<file path="src/txtea_pkg.sv">
// ----------------------------------------------------------------------------
// txtea_pkg: shared types and constants of the triple XTEA cipher
// Holds the block and key types, the register indexes of the CSR port
// and the round-sum helper used to build per-stage constants.
// ----------------------------------------------------------------------------
package txtea_pkg;

   // Key schedule constant
   localparam logic [31:0] DELTA = 32'h9E37_79B9;

   localparam int NUM_KEYS   = 3;
   localparam int KEY_WORDS  = 4;
   localparam int CSR_IDX_W  = 3;
   localparam int CSR_DATA_W = 64;

   // CSR register indexes
   localparam logic [CSR_IDX_W-1:0] REG_DECRYPT_MODE   = 3'd0;
   localparam logic [CSR_IDX_W-1:0] REG_KEY_ONE_01     = 3'd1;
   localparam logic [CSR_IDX_W-1:0] REG_KEY_ONE_23     = 3'd2;
   localparam logic [CSR_IDX_W-1:0] REG_KEY_TWO_01     = 3'd3;
   localparam logic [CSR_IDX_W-1:0] REG_KEY_TWO_23     = 3'd4;
   localparam logic [CSR_IDX_W-1:0] REG_KEY_THREE_01   = 3'd5;
   localparam logic [CSR_IDX_W-1:0] REG_KEY_THREE_23   = 3'd6;

   // Four 32-bit key words, word 0 at index 0
   typedef logic [KEY_WORDS-1:0][31:0] key_type;

   // Request and response payloads
   typedef struct packed {
      logic [31:0] block_first_half;
      logic [31:0] block_second_half;
   } req_payload_type;

   typedef struct packed {
      logic [31:0] out_first_half;
      logic [31:0] out_second_half;
   } rsp_payload_type;

   // Block as it moves down the pipeline
   typedef struct packed {
      logic [31:0] x;
      logic [31:0] y;
   } block_type;

   // Per-stage control
   typedef struct packed {
      logic advance;
      logic decrypt;
   } stage_ctrl_type;

   // Round sum after n additions of DELTA, modulo 2^32 (elaboration only)
   function automatic logic [31:0] round_sum(int unsigned n);
      logic [63:0] prod;
      prod = 64'(DELTA) * 64'(n);
      return prod[31:0];
   endfunction

endpackage

</file>
<file path="src/txtea_stage.sv">
// ----------------------------------------------------------------------------
// txtea_stage: one registered half-round
// Updates one half of the block with the Feistel term of the other half.
// Encrypt adds the term, decrypt subtracts it; round sum is fixed per stage.
// ----------------------------------------------------------------------------
module txtea_stage #(
   parameter logic [31:0] SUM_ENC  = 32'h0,
   parameter logic [31:0] SUM_DEC  = 32'h0,
   parameter bit          ENC_OP_B = 1'b0
) (
   input  logic                       clock,
   input  logic                       reset,
   input  txtea_pkg::stage_ctrl_type  ctrl,
   input  txtea_pkg::key_type         key_enc,
   input  txtea_pkg::key_type         key_dec,
   input  logic                       in_valid,
   input  txtea_pkg::block_type       in_data,
   output logic                       out_valid,
   output txtea_pkg::block_type       out_data
);

   logic                  valid_ff, valid_in;
   txtea_pkg::block_type  data_ff, data_in;

   logic                  op_b;
   logic [31:0]           sum;
   txtea_pkg::key_type    key;
   logic [1:0]            key_idx;
   logic [31:0]           src;
   logic [31:0]           dst;
   logic [31:0]           term;
   logic [31:0]           dst_new;

   // Decrypt runs the halves in the opposite order
   assign op_b    = ENC_OP_B ^ ctrl.decrypt;
   assign sum     = ctrl.decrypt ? SUM_DEC : SUM_ENC;
   assign key     = ctrl.decrypt ? key_dec : key_enc;
   assign key_idx = op_b ? sum[12:11] : sum[1:0];
   assign src     = op_b ? in_data.x : in_data.y;
   assign dst     = op_b ? in_data.y : in_data.x;

   // Feistel term: (src ^ sum) + key word + ((src << 4) ^ (src >> 5))
   assign term    = (src ^ sum) + key[key_idx] + ((src << 4) ^ (src >> 5));
   assign dst_new = ctrl.decrypt ? (dst - term) : (dst + term);

   always_comb begin
      data_in = in_data;
      if (op_b) begin
         data_in.y = dst_new;
      end else begin
         data_in.x = dst_new;
      end
      valid_in = in_valid;
   end

   // Stage register, shifts when the pipeline advances
   always_ff @(posedge clock) begin
      if (reset) begin
         valid_ff <= 1'b0;
      end else if (ctrl.advance) begin
         valid_ff <= valid_in;
      end
   end

   always_ff @(posedge clock) begin
      if (ctrl.advance) begin
         data_ff <= data_in;
      end
   end

   assign out_valid = valid_ff;
   assign out_data  = data_ff;

endmodule

</file>
<file path="config.mk">
export PLATFORM = sky130hd
export DESIGN_NAME = txtea_stage
export DESIGN_NICKNAME = d
export VERILOG_FILES = /design/src/txtea_pkg.sv /design/src/txtea_stage.sv
export SDC_FILE = /design/constraint.sdc
export NUM_CORES = 1
export LEC_CHECK = 0
export CAP_MARGIN = 20
export CORE_AREA = 2 2 153 155
export DETAILED_ROUTE_END_ITERATION = 10
export DIE_AREA = 0 0 155 157
export DONT_BUFFER_PORTS = 1
export PLACE_DENSITY_LB_ADDON = 0.3
export SYNTH_ARGS = -nofsm -noshare
export SYNTH_HDL_FRONTEND = slang
export SYNTH_SLANG_ARGS = --single-unit
</file>
<file path="constraint.sdc">
create_clock -name clock -period 8.31 [get_ports clock]
set_clock_uncertainty 0.05 [all_clocks]
set_input_delay 1.662 -clock clock [delete_from_list [all_inputs] [get_ports clock]]
set_output_delay 1.662 -clock clock [all_outputs]
set_load 0.01 [all_outputs]
</file>
==> results of run 1 <==
## metrics by stage
stage          setup WS [ns]  instance area [sq um]
6_report               0.442                  10200
5_1_grt                0.106                  10200
4_1_cts                0.424                  10200
3_5_place_dp          0.0934                   9810
3_3_place_gp           0.124                   9810
2_1_floorplan        0.00482                   9140
## state kept, by name, summed over array words and instances, names as in the netlist
signal     cells
out_data      64
out_valid      1
## cell usage in the layout (no fill, tap or decap), types with 35 or more instances in the layout
cell type and count:
sky130_fd_sc_hd__buf_4 69, sky130_fd_sc_hd__mux2_2 45, sky130_fd_sc_hd__ha_1 62, sky130_fd_sc_hd__o21ai_0 80, sky130_fd_sc_hd__inv_1 80, sky130_fd_sc_hd__edfxtp_1 64, sky130_fd_sc_hd__nand2_1 82, sky130_fd_sc_hd__nor2_1 59
sky130_fd_sc_hd__a21oi_1 83, sky130_fd_sc_hd__xor2_1 35, sky130_fd_sc_hd__xnor2_1 60
## final timing paths
check	slack [ns]	from	to
worst max-delay path	0.44	ctrl[0]	out_data[63]$_DFFE_PP_
worst min-delay path	0.51	out_valid$_SDFFE_PP0P_	out_valid$_SDFFE_PP0P_
worst max register to register	7.64	out_valid$_SDFFE_PP0P_	out_valid$_SDFFE_PP0P_
worst min register to register	0.51	out_valid$_SDFFE_PP0P_	out_valid$_SDFFE_PP0P_
## cell families (layout without fill, tap and decap cells)
kind of cell | after synthesis | count (layout) | share of synthesized area
multiplexers | 75 | 75 | 0.0884
adder cells (fa/ha/maj) | 95 | 95 | 0.157
AND/OR/NAND/NOR | 279 | 279 | 0.155
other | 0 | 1 | 0
flip-flops | 65 | 65 | 0.213
buffers and inverters | 138 | 168 | 0.0591
XOR/XNOR | 95 | 95 | 0.0912
AO/OA/AOI/OAI | 327 | 327 | 0.236
## synth_stat cells, drive strengths merged (30+ instances only)
library cell,number,area [sq um]
xnor2,60,526
nand2,82,308
o21ai,84,420
clkbuf,36,135
nor2,59,221
a21o,30,233
mux2,45,507
edfxtp,64,1920
xor2,35,307
ha,62,776
inv,81,304
a21oi,84,420
fa,33,661
mux2i,30,300
## area by class of cell
type | instances | area share
inverter | 81 | 0.0302
clock buffer | 11 | 0.0238
tap | 285 | 0.0350
antenna | 1 | 0.000246
clock inverter | 5 | 0.0101
multi-input combinational | 871 | 0.655
timing repair buffer | 71 | 0.0548
sequential | 65 | 0.191
## routing by layer
metal | track usage | vias to the layer above
met5 | 0 | -
met4 | 0.0485 | 4
met3 | 0.0779 | 31
met2 | 0.326 | 317
met1 | 0.339 | 3785
li1 | - | 3942
## power by group
part	switching, W	leakage, nW	internal (W)
clock network	0.000145	0.166	0.000301
registers	0.000177	0.633	0.000600
logic	0.00173	3.43	0.00128
## worst register-to-register path: cells and delay by family, from the launching register on
family	cells	cell delay, ns
flip-flops	1	0.34
multiplexers	1	0.13
AND/OR/NAND/NOR	1	0.05
==> results.md, run 1 <==
- Run status: finished, final reports clean
- Initial antenna violation count: 3
- PnR Total Power: 0.00423 W
- Top layer used by detailed routing: met5
- Source-to-sink clock delay at the later pin of the worst-skew pair: 0.33 ns
- Max-slew violation total from the final report: 0
- Root Buffer Master: sky130_fd_sc_hd__clkbuf_16
- Combined area of the multi-input logic cells: 6670 sq um
- Half-perimeter wire length after detailed placement: 23.7 mm
- Worst reg-to-reg path cell count: 2
- Chip height: 157 um
- Post-synth design cell area: 9130 sq um
- Number of failing hold endpoints at the final stage: 0
- Unrepaired setup endpoints after global routing: no
- Maximum Capacitance Violations: 0
- Library cell appearing most often on the critical path: sky130_fd_sc_hd__xnor2_1
- Number of violations reported at the end of detailed-routing iteration 0: 590
- Antenna-violating nets left: 0
- Via count of the first global-routing pass: 7533
- Setup Total Neg Slack: 0 ns
- Number of nets in the layout: 1519
- Total detailed-routing wirelength: 28.6 mm
- Average wire length per cell after detail routing: 20.6 um
- Fraction of synthesis flops using an asynchronous set or reset pin: 0
- Register bit count reported by yosys: 65
- Total number of H-tree levels: 3
- Top-level I/O count: 390
- Hold depth: 2
- Count of endpoints failing setup in the final report: 0
- Count of buffers added by post-CTS timing repair for setup: 0
- Initial core utilization: 0.406
- Placer congestion estimate: 0.910
- Hold bufs inserted after CTS: 0
- Num CTS Buffers: 9
- Kind of end point of the critical path: flip-flop
- Number of enable flip-flop cells after synthesis: 64
- Proportion of synthesized chip area in sequential cells: 0.213
- Std-Cell Core Area: 22500 sq um
- Pin count of the biggest net entering global routing: 178
- Start-to-end type of the worst setup path: input port to flip-flop
- Overall routing resource usage: 0.231
- Number of placed instances with taps included: 1373
- Sum of met2 wire segment lengths after detailed routing: 11.7 mm
- Post-CTS sizing: 0
- Highest clock rate: 0.127 GHz
- Min-delay worst type: flip-flop to flip-flop
- Prevailing post-synth register cell: sky130_fd_sc_hd__edfxtp_1
- 1st-pass router iterations: 6
- Mapped Cells: 1074
- Routed wire length on met3: 3.06 mm
- Cell family with most CP delay: compound AO/OA/AOI/OAI gates
- Data required time at the worst endpoint: 8.39 ns
- Relative max-transition margin: 0.550
- Number of non-filler instances in the completed layout: 1390
- Transition time at the pin with the least slew margin: 0.674 ns
- Clock-pin slew reported for the worst setup and hold paths after clock tree synthesis: 0.06 ns
- Arrival time of data at the critical path endpoint: 7.95 ns
- Lkg Pwr: 4.23 nW
- Count of yosys warnings during synthesis: 0
- Number of nets produced by synthesis: 1494
- Mean post-synth cell area: 8.50 sq um
- Fill cell instance count of the final layout: 2168
- Number of design rule violations left after detail routing: 0
- Number of cell rows: 55
- Drt via density: 5.81
- Number of unique standard cell types used by synthesis: 71
- Min Clock Period, post-route: 7.87 ns
- Die Outline Area: 24300 sq um
- Utilization of the core after routing: 0.453
- Cell area power density: 415 nW/um^2
- Top fanout value on the critical path: 177
- Horizontal die dimension: 155 um
- Routed metal-1 wirelength: 13.4 mm
- Worst hold-check slack: 0.511 ns
- Number of input and output port buffers inserted: 0
- Largest stage delay, worst path: 0.48 ns
- First-pass GRT wire length: 42.9 mm
- Area growth, synth to finish: 11.6%
- Number of sinks driven by the clock tree: 65
- GRT overflow: 0
- Slowest-stage cell, CP: sky130_fd_sc_hd__fa_1
- Area taken by flip-flops and latches: 1940 sq um
- Tcrit/Tclk final: 0.947
- Worst Setup Start Kind: input port
- TritonCTS clock tree: done
- Largest buffer count on any clock path: 2
- Via Count: 8079
- Share of cells above drive strength 1: 0.148
- Largest voltage drop on the vdd net: 148 uV
- Stages on worst setup path: 29
- Buffers plus inverters on the worst setup path: 4
(Power assumes the default switching activity.)
==> run 2, diff against run 1 <==
--- a/config.mk
+++ b/config.mk
@@ -6,9 +6,9 @@
 export NUM_CORES = 1
 export LEC_CHECK = 0
 export CAP_MARGIN = 20
-export CORE_AREA = 2 2 153 155
+export CORE_AREA = 2 2 151 153
 export DETAILED_ROUTE_END_ITERATION = 10
-export DIE_AREA = 0 0 155 157
+export DIE_AREA = 0 0 153 155
 export DONT_BUFFER_PORTS = 1
 export PLACE_DENSITY_LB_ADDON = 0.3
 export SYNTH_ARGS = -nofsm -noshare
==> run 2 against run 1 <==
Effect of this change: critical path depth unchanged; global-route usage is 0.13 points higher; sequential cell count did not move; design area grew 0.20%; cell count increased by 0.65%; sequential power shrank 3.5%; hold slack got worse by 0.0068 ns; setup slack got worse by 0.18 ns; sequential share of layout area about the same.
==> results.md, run 2 (same netlist as run 1, synthesis figures left out) <==
- Run status: finished, final reports clean
- Total detailed-routing wirelength: 28.3 mm
- Clock-pin slew reported for the worst setup and hold paths after clock tree synthesis: 0.06 ns
- Transition time at the pin with the least slew margin: 0.687 ns
- Cell area power density: 418 nW/um^2
- Chip height: 155 um
- Max-slew violation total from the final report: 0
- Setup Total Neg Slack: 0 ns
- Relative max-transition margin: 0.539
- Count of endpoints failing setup in the final report: 0
- Number of design rule violations left after detail routing: 0
- Num CTS Buffers: 9
- Max FFs per register: 64
- Source-to-sink clock delay at the later pin of the worst-skew pair: 0.34 ns
- Start-to-end type of the worst setup path: input port to flip-flop
- Area growth, synth to finish: 11.8%
- Top-level I/O count: 390
- Top fanout value on the critical path: 177
- Worst Setup Start Kind: input port
- Data required time at the worst endpoint: 8.35 ns
- Overall routing resource usage: 0.232
- Min-delay worst type: flip-flop to flip-flop
- Largest voltage drop on the vdd net: 174 uV
- Number of non-filler instances in the completed layout: 1399
- Slowest-stage cell, CP: sky130_fd_sc_hd__fa_1
- Number of nets in the layout: 1526
- Maximum Capacitance Violations: 0
- Switching pwr: 0.00210 W
- Root Buffer Master: sky130_fd_sc_hd__clkbuf_16
- Min Clock Period, post-route: 8.05 ns
- Average wire length per cell after detail routing: 20.3 um
- Via count of the first global-routing pass: 7437
- Number of violations reported at the end of detailed-routing iteration 0: 655
- Placer congestion estimate: 0.938
- Drt via density: 5.79
- Largest buffer count on any clock path: 2
- Commonest cells after routing, fill and taps aside: 83 x sky130_fd_sc_hd__a21oi_1, 82 x sky130_fd_sc_hd__nand2_1, 80 x sky130_fd_sc_hd__inv_1, 80 x sky130_fd_sc_hd__o21ai_0, 77 x sky130_fd_sc_hd__buf_4
- Internal Power: 0.00216 W
- Antenna-violating nets left: 0
- Highest clock rate: 0.124 GHz
- Half-perimeter wire length after detailed placement: 23.2 mm
- Std-Cell Core Area: 22200 sq um
- Arrival time of data at the critical path endpoint: 8.09 ns
- Tcrit/Tclk final: 0.968
- TritonCTS clock tree: done
- Initial core utilization: 0.411
- Unrepaired setup endpoints after global routing: no
- Lkg Pwr: 4.25 nW
- Share of cells above drive strength 1: 0.153
- Comb power frac: 0.721
- Switching part of the total power: 0.493
- Die Outline Area: 23700 sq um
- 1st-pass router iterations: 7
- Number of cell rows: 55
- Initial antenna violation count: 6
- Number of input and output port buffers inserted: 0
- GRT overflow: 0
- Worst hold-check slack: 0.504 ns
- Pin count of the biggest net entering global routing: 178
- Post-layout instance area: 10200 sq um
- Number of placed instances with taps included: 1378
- Clock power frac: 0.104
- Via Count: 8102
- Largest stage delay, worst path: 0.55 ns
- Horizontal die dimension: 153 um
- Total number of H-tree levels: 3
- Kind of end point of the critical path: flip-flop
- Most common cell after layout, fill and taps aside: sky130_fd_sc_hd__a21oi_1
- First-pass GRT wire length: 42.4 mm
- Sequential share of power: 0.176
- Library cell appearing most often on the critical path: sky130_fd_sc_hd__xnor2_1
- Fill cell instance count of the final layout: 2173
- Number of failing hold endpoints at the final stage: 0
- Number of sinks driven by the clock tree: 65
- Area of placed instances: 9830 sq um
[run 2: final timing paths]
check / end / cells past startpoint / from / slack [ns]
max: out_data[63]$_DFFE_PP_ / 29 / ctrl[0] / 0.26
min: out_valid$_SDFFE_PP0P_ / 2 / out_valid$_SDFFE_PP0P_ / 0.50
max reg2reg: out_valid$_SDFFE_PP0P_ / 2 / out_valid$_SDFFE_PP0P_ / 7.64
min reg2reg: out_valid$_SDFFE_PP0P_ / 2 / out_valid$_SDFFE_PP0P_ / 0.50
[run 2: routing by layer]
| metal | GRT usage | share of wire |
|---|---|---|
| met3 | 0.0735 | 0.11 |
| met5 | 0 | 0.00092 |
| met2 | 0.328 | 0.40 |
| met4 | 0.0437 | 0.011 |
| met1 | 0.347 | 0.47 |
[run 2: final cells by class]
cell class              count  area (sq um)  area share
clock inverters             6          88.8     0.00871
multi-input cells         871          6670       0.653
flip-flops and latches     65          1940       0.190
repair buffers             78           598      0.0586
inverters                  81           304      0.0298
clock buffers              10           239      0.0234
diodes                      3          7.51    0.000736
well taps                 285           357      0.0349
[run 2: metrics by stage]
step / util / worst slack, ns / total power, W
after floorplan: - / 0.00482 / 0.00282
after global placement: 0.442 / 0.129 / 0.00372
after detailed placement: 0.442 / 0.0815 / 0.00373
after CTS: 0.457 / 0.406 / 0.00421
after global routing: 0.459 / 0.0523 / 0.00460
final: 0.459 / 0.264 / 0.00427
[run 2: timing repair]
| item | CTS | global route |
|---|---|---|
| endpoints found under the hold margin | 0 | 0 |
| setup endpoints to repair | 0 | 4 |
| hold buffers | 0 | 0 |
| gates resized for setup | 0 | 6 |
| setup buffers | 0 | 2 |
[run 2: power by group through the flow]
stage | registers [W] | logic, W | clock network, W
after floorplan | 0.000715 | 0.00210 | 0
after global placement | 0.000762 | 0.00296 | 0
after detailed placement | 0.000757 | 0.00297 | 0
after CTS | 0.000757 | 0.00300 | 0.000447
after global routing | 0.000764 | 0.00338 | 0.000456
final | 0.000751 | 0.00308 | 0.000442
[run 2: critical path: cells and delay by family]
| family | cells | cell delay (ns) |
|---|---|---|
| compound gates | 8 | 1.85 |
| simple gates | 8 | 1.50 |
| fa+ha+maj | 3 | 1.18 |
| xor+xnor | 5 | 0.99 |
| buf+inv | 5 | 0.73 |
